--- src/sv/cvcc_pkg.sv ---
// Package with the types and constants shared by the CV/CC duty controller files.
package cvcc_pkg;

  localparam int unsigned NumWidth = 32;
  localparam int unsigned DenWidth = 20;

  localparam logic [2:0] RegVoltGainP = 3'd0;
  localparam logic [2:0] RegVoltGainI = 3'd1;
  localparam logic [2:0] RegCurrGainP = 3'd2;
  localparam logic [2:0] RegCurrGainI = 3'd3;
  localparam logic [2:0] RegDutyFloor = 3'd4;
  localparam logic [2:0] RegDutyCeil  = 3'd5;
  localparam logic [2:0] RegRampStep  = 3'd6;

  typedef enum logic [3:0] {
    S_IDLE,
    S_DIV,
    S_PREP,
    S_MVP,
    S_MVI,
    S_MCP,
    S_MCI,
    S_CLAMP,
    S_SEL,
    S_BACK,
    S_OUT
  } cvcc_state_e;

  typedef struct packed {
    logic busy;
    logic done;
  } cvcc_div_sts_t;

endpackage

--- src/sv/cvcc_div.sv ---
// Restoring serial divider that produces one quotient bit per cycle.
module cvcc_div import cvcc_pkg::*; (
  input  logic                clk_i,
  input  logic                rst_ni,
  input  logic                start_i,
  input  logic [NumWidth-1:0] num_i,
  input  logic [DenWidth-1:0] den_i,
  output logic [NumWidth-1:0] quo_o,
  output cvcc_div_sts_t       sts_o
);

  logic [NumWidth-1:0] quo_q, quo_d;
  logic [DenWidth-1:0] rem_q, rem_d;
  logic [DenWidth-1:0] den_q;
  logic [5:0]          cnt_q, cnt_d;
  logic                done_q, done_d;
  logic [DenWidth:0]   shifted;
  logic [DenWidth:0]   trial;

  assign shifted = {rem_q, quo_q[NumWidth-1]};
  assign trial   = shifted - {1'b0, den_q};

  always_comb begin
    quo_d  = quo_q;
    rem_d  = rem_q;
    cnt_d  = cnt_q;
    done_d = 1'b0;
    if (start_i) begin
      quo_d = num_i;
      rem_d = '0;
      cnt_d = 6'(NumWidth);
    end else if (cnt_q != '0) begin
      if (shifted >= {1'b0, den_q}) begin
        rem_d = trial[DenWidth-1:0];
        quo_d = {quo_q[NumWidth-2:0], 1'b1};
      end else begin
        rem_d = shifted[DenWidth-1:0];
        quo_d = {quo_q[NumWidth-2:0], 1'b0};
      end
      cnt_d = cnt_q - 6'd1;
      done_d = (cnt_q == 6'd1);
    end
  end

  always_ff @(posedge clk_i or negedge rst_ni) begin
    if (!rst_ni) begin
      cnt_q  <= '0;
      done_q <= 1'b0;
    end else begin
      cnt_q  <= cnt_d;
      done_q <= done_d;
    end
  end

  always_ff @(posedge clk_i) begin
    quo_q <= quo_d;
    rem_q <= rem_d;
    if (start_i) begin
      den_q <= den_i;
    end
  end

  assign quo_o     = quo_q;
  assign sts_o.busy = (cnt_q != '0);
  assign sts_o.done = done_q;

  assert property (@(posedge clk_i) disable iff (!rst_ni) sts_o.done |-> !sts_o.busy)
    else $error("divider reports done while still busy");
  assert property (@(posedge clk_i) disable iff (!rst_ni) start_i |=> sts_o.busy)
    else $error("divider did not start");
  assert property (@(posedge clk_i) disable iff (!rst_ni)
                   (sts_o.busy && !start_i) |=> (cnt_q == $past(cnt_q) - 6'd1))
    else $error("divider bit count did not step");

endmodule

--- src/sv/cv_cc_dual_pi_duty_control.sv ---
// Top level of the dual-loop CV/CC PI duty controller with power-derived current cap.
//
// One input beat carries the enable flag, the measured voltage and current and the
// voltage, current and power setpoints; each input beat yields exactly one output beat
// with the duty in timer ticks and the CV/CC mode flag.
// Input is taken only when in_stall_o is low; the block then works on that beat alone.
// A standby beat (enable low) goes from idle straight to the output step. An enabled
// beat is run by the sequencer stepping the single shared 16x17 multiplier through
// four products plus the add, clamp, select and back-calculation steps.
// The next beat can be taken once the output register has loaded and the sequencer
// is back in idle.
// On every CAP_DECIMATION-th enabled beat the serial divider recomputes the current cap,
// one quotient bit per cycle, before the loops run.
// The result sits in an output register; while out_stall_i is high it holds, and the
// sequencer waits in its final step, so no beat is lost or repeated.
// Configuration writes are accepted in every cycle through cfg_valid_i and cfg_ready_o.
// Reset loads the register defaults, clears integrators, ramp and decimation count,
// sets the cap to CURRENT_CAP_MAX and leaves no output beat pending.
module cv_cc_dual_pi_duty_control import cvcc_pkg::*; #(
  parameter int unsigned CAP_DECIMATION  = 20,
  parameter int unsigned CURRENT_CAP_MAX = 5120
) (
  input  logic        clk_i,
  input  logic        rst_ni,
  input  logic        cfg_valid_i,
  output logic        cfg_ready_o,
  input  logic [2:0]  cfg_index_i,
  input  logic [15:0] cfg_data_i,
  input  logic        in_valid_i,
  output logic        in_stall_o,
  input  logic        output_enable_i,
  input  logic [15:0] measured_voltage_i,
  input  logic [15:0] measured_current_i,
  input  logic [15:0] voltage_setpoint_i,
  input  logic [15:0] current_setpoint_i,
  input  logic [17:0] power_setpoint_i,
  output logic        out_valid_o,
  input  logic        out_stall_i,
  output logic [15:0] duty_ticks_o,
  output logic        constant_current_mode_o
);

  cvcc_state_e state_q, state_d;

  logic [15:0] gvp_q, gvi_q, gcp_q, gci_q, floor_q, ceil_q, step_q;
  logic [27:0] vint_q, cint_q;
  logic [15:0] rt_q, cap_q, itgt_q;
  logic [4:0]  dec_q;
  logic        mode_q;
  logic [15:0] vm_q, im_q, vset_q, iset_q;
  logic signed [41:0] pv_q, pc_q, dv_q, dc_q, dfin_q;
  logic [15:0] res_duty_q;
  logic        out_valid_q, out_mode_q;
  logic [15:0] out_duty_q;

  logic        in_acc, out_load, div_start;
  logic [4:0]  dec_inc;
  logic        dec_hit;
  logic [NumWidth-1:0] div_num, div_quo;
  logic [DenWidth-1:0] div_den;
  cvcc_div_sts_t div_sts;

  logic [16:0] ramp_sum;
  logic [15:0] ramp_next;
  logic signed [16:0] verr, cerr, mul_b;
  logic [15:0] mul_a;
  logic signed [33:0] prod;
  logic signed [41:0] prod_x, lo, hi, bv, bc, bv_r, bc_r, tick_r;

  function automatic logic signed [41:0] clamp(input logic signed [41:0] x,
                                               input logic signed [41:0] l,
                                               input logic signed [41:0] h);
    logic signed [41:0] r;
    if (x > h) r = h;
    else if (x < l) r = l;
    else r = x;
    return r;
  endfunction

  assign cfg_ready_o = 1'b1;
  assign in_stall_o  = (state_q != S_IDLE);
  assign in_acc      = in_valid_i && !in_stall_o;
  assign out_load    = (state_q == S_OUT) && (!out_valid_q || !out_stall_i);

  assign dec_inc   = dec_q + 5'd1;
  assign dec_hit   = (dec_inc >= 5'(CAP_DECIMATION));
  assign div_start = in_acc && output_enable_i && dec_hit;
  assign div_num   = {1'b0, power_setpoint_i, 13'b0} + {3'b0, power_setpoint_i, 11'b0};
  assign div_den   = {1'b0, measured_voltage_i, 3'b0} + {3'b0, measured_voltage_i, 1'b0}
                   + 20'd1024;

  cvcc_div u_div (
    .clk_i  (clk_i),
    .rst_ni (rst_ni),
    .start_i(div_start),
    .num_i  (div_num),
    .den_i  (div_den),
    .quo_o  (div_quo),
    .sts_o  (div_sts)
  );

  assign ramp_sum  = {1'b0, rt_q} + {1'b0, step_q};
  assign ramp_next = (rt_q < vset_q) ? ((ramp_sum > {1'b0, vset_q}) ? vset_q
                                                                   : ramp_sum[15:0])
                                     : vset_q;

  assign verr = $signed({1'b0, rt_q}) - $signed({1'b0, vm_q});
  assign cerr = $signed({1'b0, itgt_q}) - $signed({1'b0, im_q});

  always_comb begin
    case (state_q)
      S_MVP:   begin mul_a = gvp_q; mul_b = verr; end
      S_MVI:   begin mul_a = gvi_q; mul_b = verr; end
      S_MCP:   begin mul_a = gcp_q; mul_b = cerr; end
      S_MCI:   begin mul_a = gci_q; mul_b = cerr; end
      default: begin mul_a = gvp_q; mul_b = verr; end
    endcase
  end

  assign prod   = $signed({1'b0, mul_a}) * mul_b;
  assign prod_x = {{8{prod[33]}}, prod};
  assign lo     = $signed({8'b0, floor_q, 18'b0});
  assign hi     = $signed({8'b0, ceil_q, 18'b0});
  assign bv     = clamp(dfin_q - pv_q, lo, hi) + 42'sd512;
  assign bc     = clamp(dfin_q - pc_q, lo, hi) + 42'sd512;
  assign bv_r   = bv >>> 10;
  assign bc_r   = bc >>> 10;
  assign tick_r = (dfin_q + 42'sd131072) >>> 18;

  always_comb begin
    state_d = state_q;
    case (state_q)
      S_IDLE: begin
        if (in_acc) begin
          if (!output_enable_i) state_d = S_OUT;
          else if (dec_hit) state_d = S_DIV;
          else state_d = S_PREP;
        end
      end
      S_DIV:   if (div_sts.done) state_d = S_PREP;
      S_PREP:  state_d = S_MVP;
      S_MVP:   state_d = S_MVI;
      S_MVI:   state_d = S_MCP;
      S_MCP:   state_d = S_MCI;
      S_MCI:   state_d = S_CLAMP;
      S_CLAMP: state_d = S_SEL;
      S_SEL:   state_d = S_BACK;
      S_BACK:  state_d = S_OUT;
      S_OUT:   if (out_load) state_d = S_IDLE;
      default: state_d = S_IDLE;
    endcase
  end

  always_ff @(posedge clk_i or negedge rst_ni) begin
    if (!rst_ni) begin
      state_q     <= S_IDLE;
      gvp_q       <= 16'd6144;
      gvi_q       <= 16'd3072;
      gcp_q       <= 16'd6144;
      gci_q       <= 16'd3072;
      floor_q     <= 16'd200;
      ceil_q      <= 16'd20000;
      step_q      <= 16'd102;
      vint_q      <= '0;
      cint_q      <= '0;
      rt_q        <= '0;
      cap_q       <= 16'(CURRENT_CAP_MAX);
      dec_q       <= '0;
      mode_q      <= 1'b0;
      out_valid_q <= 1'b0;
    end else begin
      state_q <= state_d;
      if (cfg_valid_i && cfg_ready_o) begin
        case (cfg_index_i)
          RegVoltGainP: gvp_q   <= cfg_data_i;
          RegVoltGainI: gvi_q   <= cfg_data_i;
          RegCurrGainP: gcp_q   <= cfg_data_i;
          RegCurrGainI: gci_q   <= cfg_data_i;
          RegDutyFloor: floor_q <= cfg_data_i;
          RegDutyCeil:  ceil_q  <= cfg_data_i;
          RegRampStep:  step_q  <= cfg_data_i;
          default: ;
        endcase
      end
      if (in_acc) begin
        if (!output_enable_i) begin
          vint_q <= '0;
          cint_q <= '0;
          rt_q   <= '0;
        end else begin
          dec_q <= dec_hit ? 5'd0 : dec_inc;
        end
      end
      if (state_q == S_DIV && div_sts.done) begin
        cap_q <= (div_quo > NumWidth'(CURRENT_CAP_MAX)) ? 16'(CURRENT_CAP_MAX)
                                                         : div_quo[15:0];
      end
      if (state_q == S_PREP) rt_q <= ramp_next;
      if (state_q == S_SEL) mode_q <= (dv_q > dc_q);
      if (state_q == S_BACK) begin
        vint_q <= bv_r[27:0];
        cint_q <= bc_r[27:0];
      end
      if (out_load) out_valid_q <= 1'b1;
      else if (!out_stall_i) out_valid_q <= 1'b0;
    end
  end

  always_ff @(posedge clk_i) begin
    if (in_acc) begin
      vm_q       <= measured_voltage_i;
      im_q       <= measured_current_i;
      vset_q     <= voltage_setpoint_i;
      iset_q     <= current_setpoint_i;
      res_duty_q <= '0;
    end
    case (state_q)
      S_PREP:  itgt_q <= (iset_q < cap_q) ? iset_q : cap_q;
      S_MVP:   pv_q <= prod_x;
      S_MVI:   dv_q <= pv_q + $signed({4'b0, vint_q, 10'b0}) + prod_x;
      S_MCP:   pc_q <= prod_x;
      S_MCI:   dc_q <= pc_q + $signed({4'b0, cint_q, 10'b0}) + prod_x;
      S_CLAMP: begin
        dv_q <= clamp(dv_q, lo, hi);
        dc_q <= clamp(dc_q, lo, hi);
      end
      S_SEL:   dfin_q <= (dv_q <= dc_q) ? dv_q : dc_q;
      S_BACK:  res_duty_q <= tick_r[15:0];
      default: ;
    endcase
    if (out_load) begin
      out_duty_q <= res_duty_q;
      out_mode_q <= mode_q;
    end
  end

  assign out_valid_o             = out_valid_q;
  assign duty_ticks_o            = out_duty_q;
  assign constant_current_mode_o = out_mode_q;

  assert property (@(posedge clk_i) disable iff (!rst_ni) in_acc |=> state_q != S_IDLE)
    else $error("sequencer stayed idle after taking an input beat");
  assert property (@(posedge clk_i) disable iff (!rst_ni)
                   (state_q == S_DIV) |-> (div_sts.busy || div_sts.done))
    else $error("waiting on a divider that is not running");
  assert property (@(posedge clk_i) disable iff (!rst_ni)
                   (state_q == S_OUT) |-> (vint_q[27:24] == 4'b0 && cint_q[27:24] == 4'b0))
    else $error("integrator exceeds the duty range");

endmodule
--- config.mk ---
export PLATFORM = sky130hd
export DESIGN_NAME = cv_cc_dual_pi_duty_control
export DESIGN_NICKNAME = d
export VERILOG_FILES = /design/src/sv/cvcc_pkg.sv /design/src/sv/cvcc_div.sv /design/src/sv/cv_cc_dual_pi_duty_control.sv
export SDC_FILE = /design/constraint.sdc
export NUM_CORES = 2
export LEC_CHECK = 0
export ABC_AREA = 1
export BUFFER_PORTS_ARGS = -buffer_cell sky130_fd_sc_hd__buf_2
export CAP_MARGIN = 20
export CORE_UTILIZATION = 39
export CTS_BUF_LIST = sky130_fd_sc_hd__clkbuf_4
export CTS_CLUSTER_SIZE = 14
export DETAILED_ROUTE_END_ITERATION = 6
export GPL_TIMING_DRIVEN = 1
export SETUP_SLACK_MARGIN = 0.1
export SLEW_MARGIN = 20
export SYNTH_ARGS = -nofsm -noshare
export SYNTH_HDL_FRONTEND = slang
export SYNTH_SLANG_ARGS = --single-unit
--- constraint.sdc ---
create_clock -name clk_i -period 13.4 [get_ports clk_i]
set_clock_uncertainty 0.15 [all_clocks]
set_input_delay 3.35 -clock clk_i [delete_from_list [all_inputs] [get_ports clk_i]]
set_output_delay 3.35 -clock clk_i [all_outputs]
set_load 0.01 [all_outputs]
==> results.yml <==
outcome:
  status: "completed"
timing:
  period_minus_slack_ns: 12.16
  slew_viol_final: 0
  setup-violations-final: 0
  hold_slack_ns: 0.248
  worst_slew_pin_slew_ns: 1.04
  min_period_over_period: 0.908
  tns_ns: 0
  final_hold_viol_count: 0
  fmax_mhz: 82.2
  max_slew_margin: 0.306
  rsz0062_at_grt: "false"
logic_synthesis:
  async_flop_share: 0.368
  yosysUniqueCellTypes: 72
  yosys.area_share.simple: 0.220
  synth_compound_area_frac: 0.118
  synth_area_sq_um: 55400
  synthesis.nets: 8150
  synthMostInstantiatedCell: "nand2_1"
  ys_ff_latch: 593
  synth_top_area_share: 0.193
  synthTopCellsByArea: "edfxtp_1 (19%), ha_1 (14%), nand2_1 (12%)"
  ys_seq_area_frac: 0.299
  ys.flop_type: "edfxtp_1"
  synthCells: 7128
  synth_top_area_cell: "edfxtp_1"
  synthAdderAreaFrac: 0.244
  synth_edf_count: 355
  synth_top_family_by_area: "adder cells"
  ys_warn_count: 0
  synthXorXnorAreaFrac: 0.0277
  synthMuxAreaShare: 0
  avgSynthCellArea_sq_um: 7.77
  yosys-top-cells-count: "nand2_1 (1726), inv_1 (1173), ha_1 (640)"
route:
  viasPerCell: 5.28
  antenna_left: 0
  drc: 0
  first_pass_iters: 7
  wirelength_mm: 194
  drt_iter0_markers: 4162
  vias: 49600
  wire_per_inst_um: 20.7
cts:
  cts_inserted_buffers: 168
  cts_hold_buf: 0
  cts_num_sinks: 593
  post_cts_resized: 0
  clockBufferDepth: 3
  h-tree-depth: 4
  clockRootBuffer: "clkbuf_4"
  post-cts-setup-buffers: 0
  cts.clk_slew.worst_paths_ns: 0.08
  clk_latency_ns: 1.20
  cts_tree: "built"
finish:
  area_growth_pct: 9.66
  layout.nets: 8384
  final_cells: 9388
  drive_gt1_frac: 0.0845
  utilization: 0.433
critical_path:
  start_kind: "register"
  r2r_slack_ns: 1.24
  path_class: "register to register"
  cp_slowest_cell: "o21ai_0"
  crit_path_end_kind: "register"
  cp_slowest_stage_delay_ns: 0.75
  path_max_fanout: 13
  arrival_ns: 12.90
  worstPathRequired_ns: 14.14
global_routing:
  grt-ovfl-total: 0
  grt_max_degree: 97
  grt_pass1_vias: 49000
  antenna_found_initial: 9
  grt_pass1_wl_mm: 293
  grtUsageTotal: 0.273
floorplanning:
  ios: 127
  die_h_um: 379
  start_util: 0.395
  die_x_um: 379
  dieArea_sq_um: 143000
  core_area_sq_um: 140000
  rows: 137
place:
  finalWeightedCongestion: 0.999
  io_buffers: 125
  dp_hpwl_mm: 160
  place_inst: 9065
min_path:
  min_path_type: "register to register"
flow_run:
  cap_violations: 0
-- critical path: cells and delay by family, from the launching register on --
kind / cells / cell delay, ns
compound gates: 16 / 4.11
xor+xnor: 2 / 0.59
fa+ha+maj: 11 / 4.56
buf+inv: 9 / 1.01
flops: 1 / 0.38
simple gates: 12 / 1.01
-- path summary, 6_finish.rpt --
check | from | endpoint | depth (start not counted)
hold reg to reg | mode_q | constant_current_mode_o | 0
setup / recovery | rt_q[0] | dv_q[38] | 50
setup reg to reg | rt_q[0] | dv_q[38] | 50
max in group asynchronous | rst_ni | rt_q[3] | 2
min in group asynchronous | rst_ni | gcp_q[15] | 1
hold / removal | mode_q | constant_current_mode_o | 0
-- sequential cells by signal, indices dropped and copies added (netlist names), 19 cells and up --
name	count
vint_q	28
pc_q	34
u_div.quo_o	32
u_div.den_q	19
cint_q	28
dv_q	41
dfin_q	41
pv_q	34
dc_q	41
u_div.rem_q	20
-- cell families (layout without fill, tap and decap cells) --
kind of cell | count (synthesis) | count (layout)
flops | 593 | 593
fa+ha+maj | 915 | 915
xor+xnor | 174 | 174
compound gates | 1188 | 1188
other cells | 1 | 8
buf+inv | 1335 | 1712
simple gates | 2922 | 2922
-- layout make-up --
type | count | area [sq um]
clock buffers | 253 | 1900
flip-flops and latches | 593 | 16500
repair buffers | 190 | 1140
inverters | 1209 | 4540
clock inverters | 60 | 348
well taps | 1876 | 2350
diodes | 7 | 17.5
multi-input cells | 5200 | 33900
fillers | 14500 | 79500
-- metrics by stage --
step | cell area (sq um) | worst slack (ns)
floorplan | 55400 | 2.59
global placement | 58400 | 1.42
detailed placement | 58400 | 1.36
CTS | 60600 | 1.27
global route | 60700 | 0.237
finish | 60700 | 1.24
-- cells in the final DEF (no fill, tap or decap), types with 30 or more instances in the layout --
cell type,instances
nand2_1,1724
inv_1,1173
ha_1,640
nor2_1,616
a21oi_1,484
o21ai_0,444
edfxtp_1,355
nand3_1,281
fa_1,275
clkbuf_4,253
dfrtp_1,196
buf_2,124
xor2_1,122
nand4_1,85
buf_4,62
clkinv_1,55
xnor2_1,51
nor3_1,50
nor2_2,37
o21ai_1,32
o21bai_1,30
-- metal layers --
metal / up-vias / wire (um) / GRT usage
li1: 23900 / - / -
met2: 1807 / 87700 / 0.441
met4: 2 / 10500 / 0.138
met1: 23500 / 82700 / 0.351
met3: 392 / 13400 / 0.0444
met5: - / 19 / 0
Power is left out: the tool's default activity adds up to more than one toggle a clock period on the data nets, which glitch-free logic cannot reach.
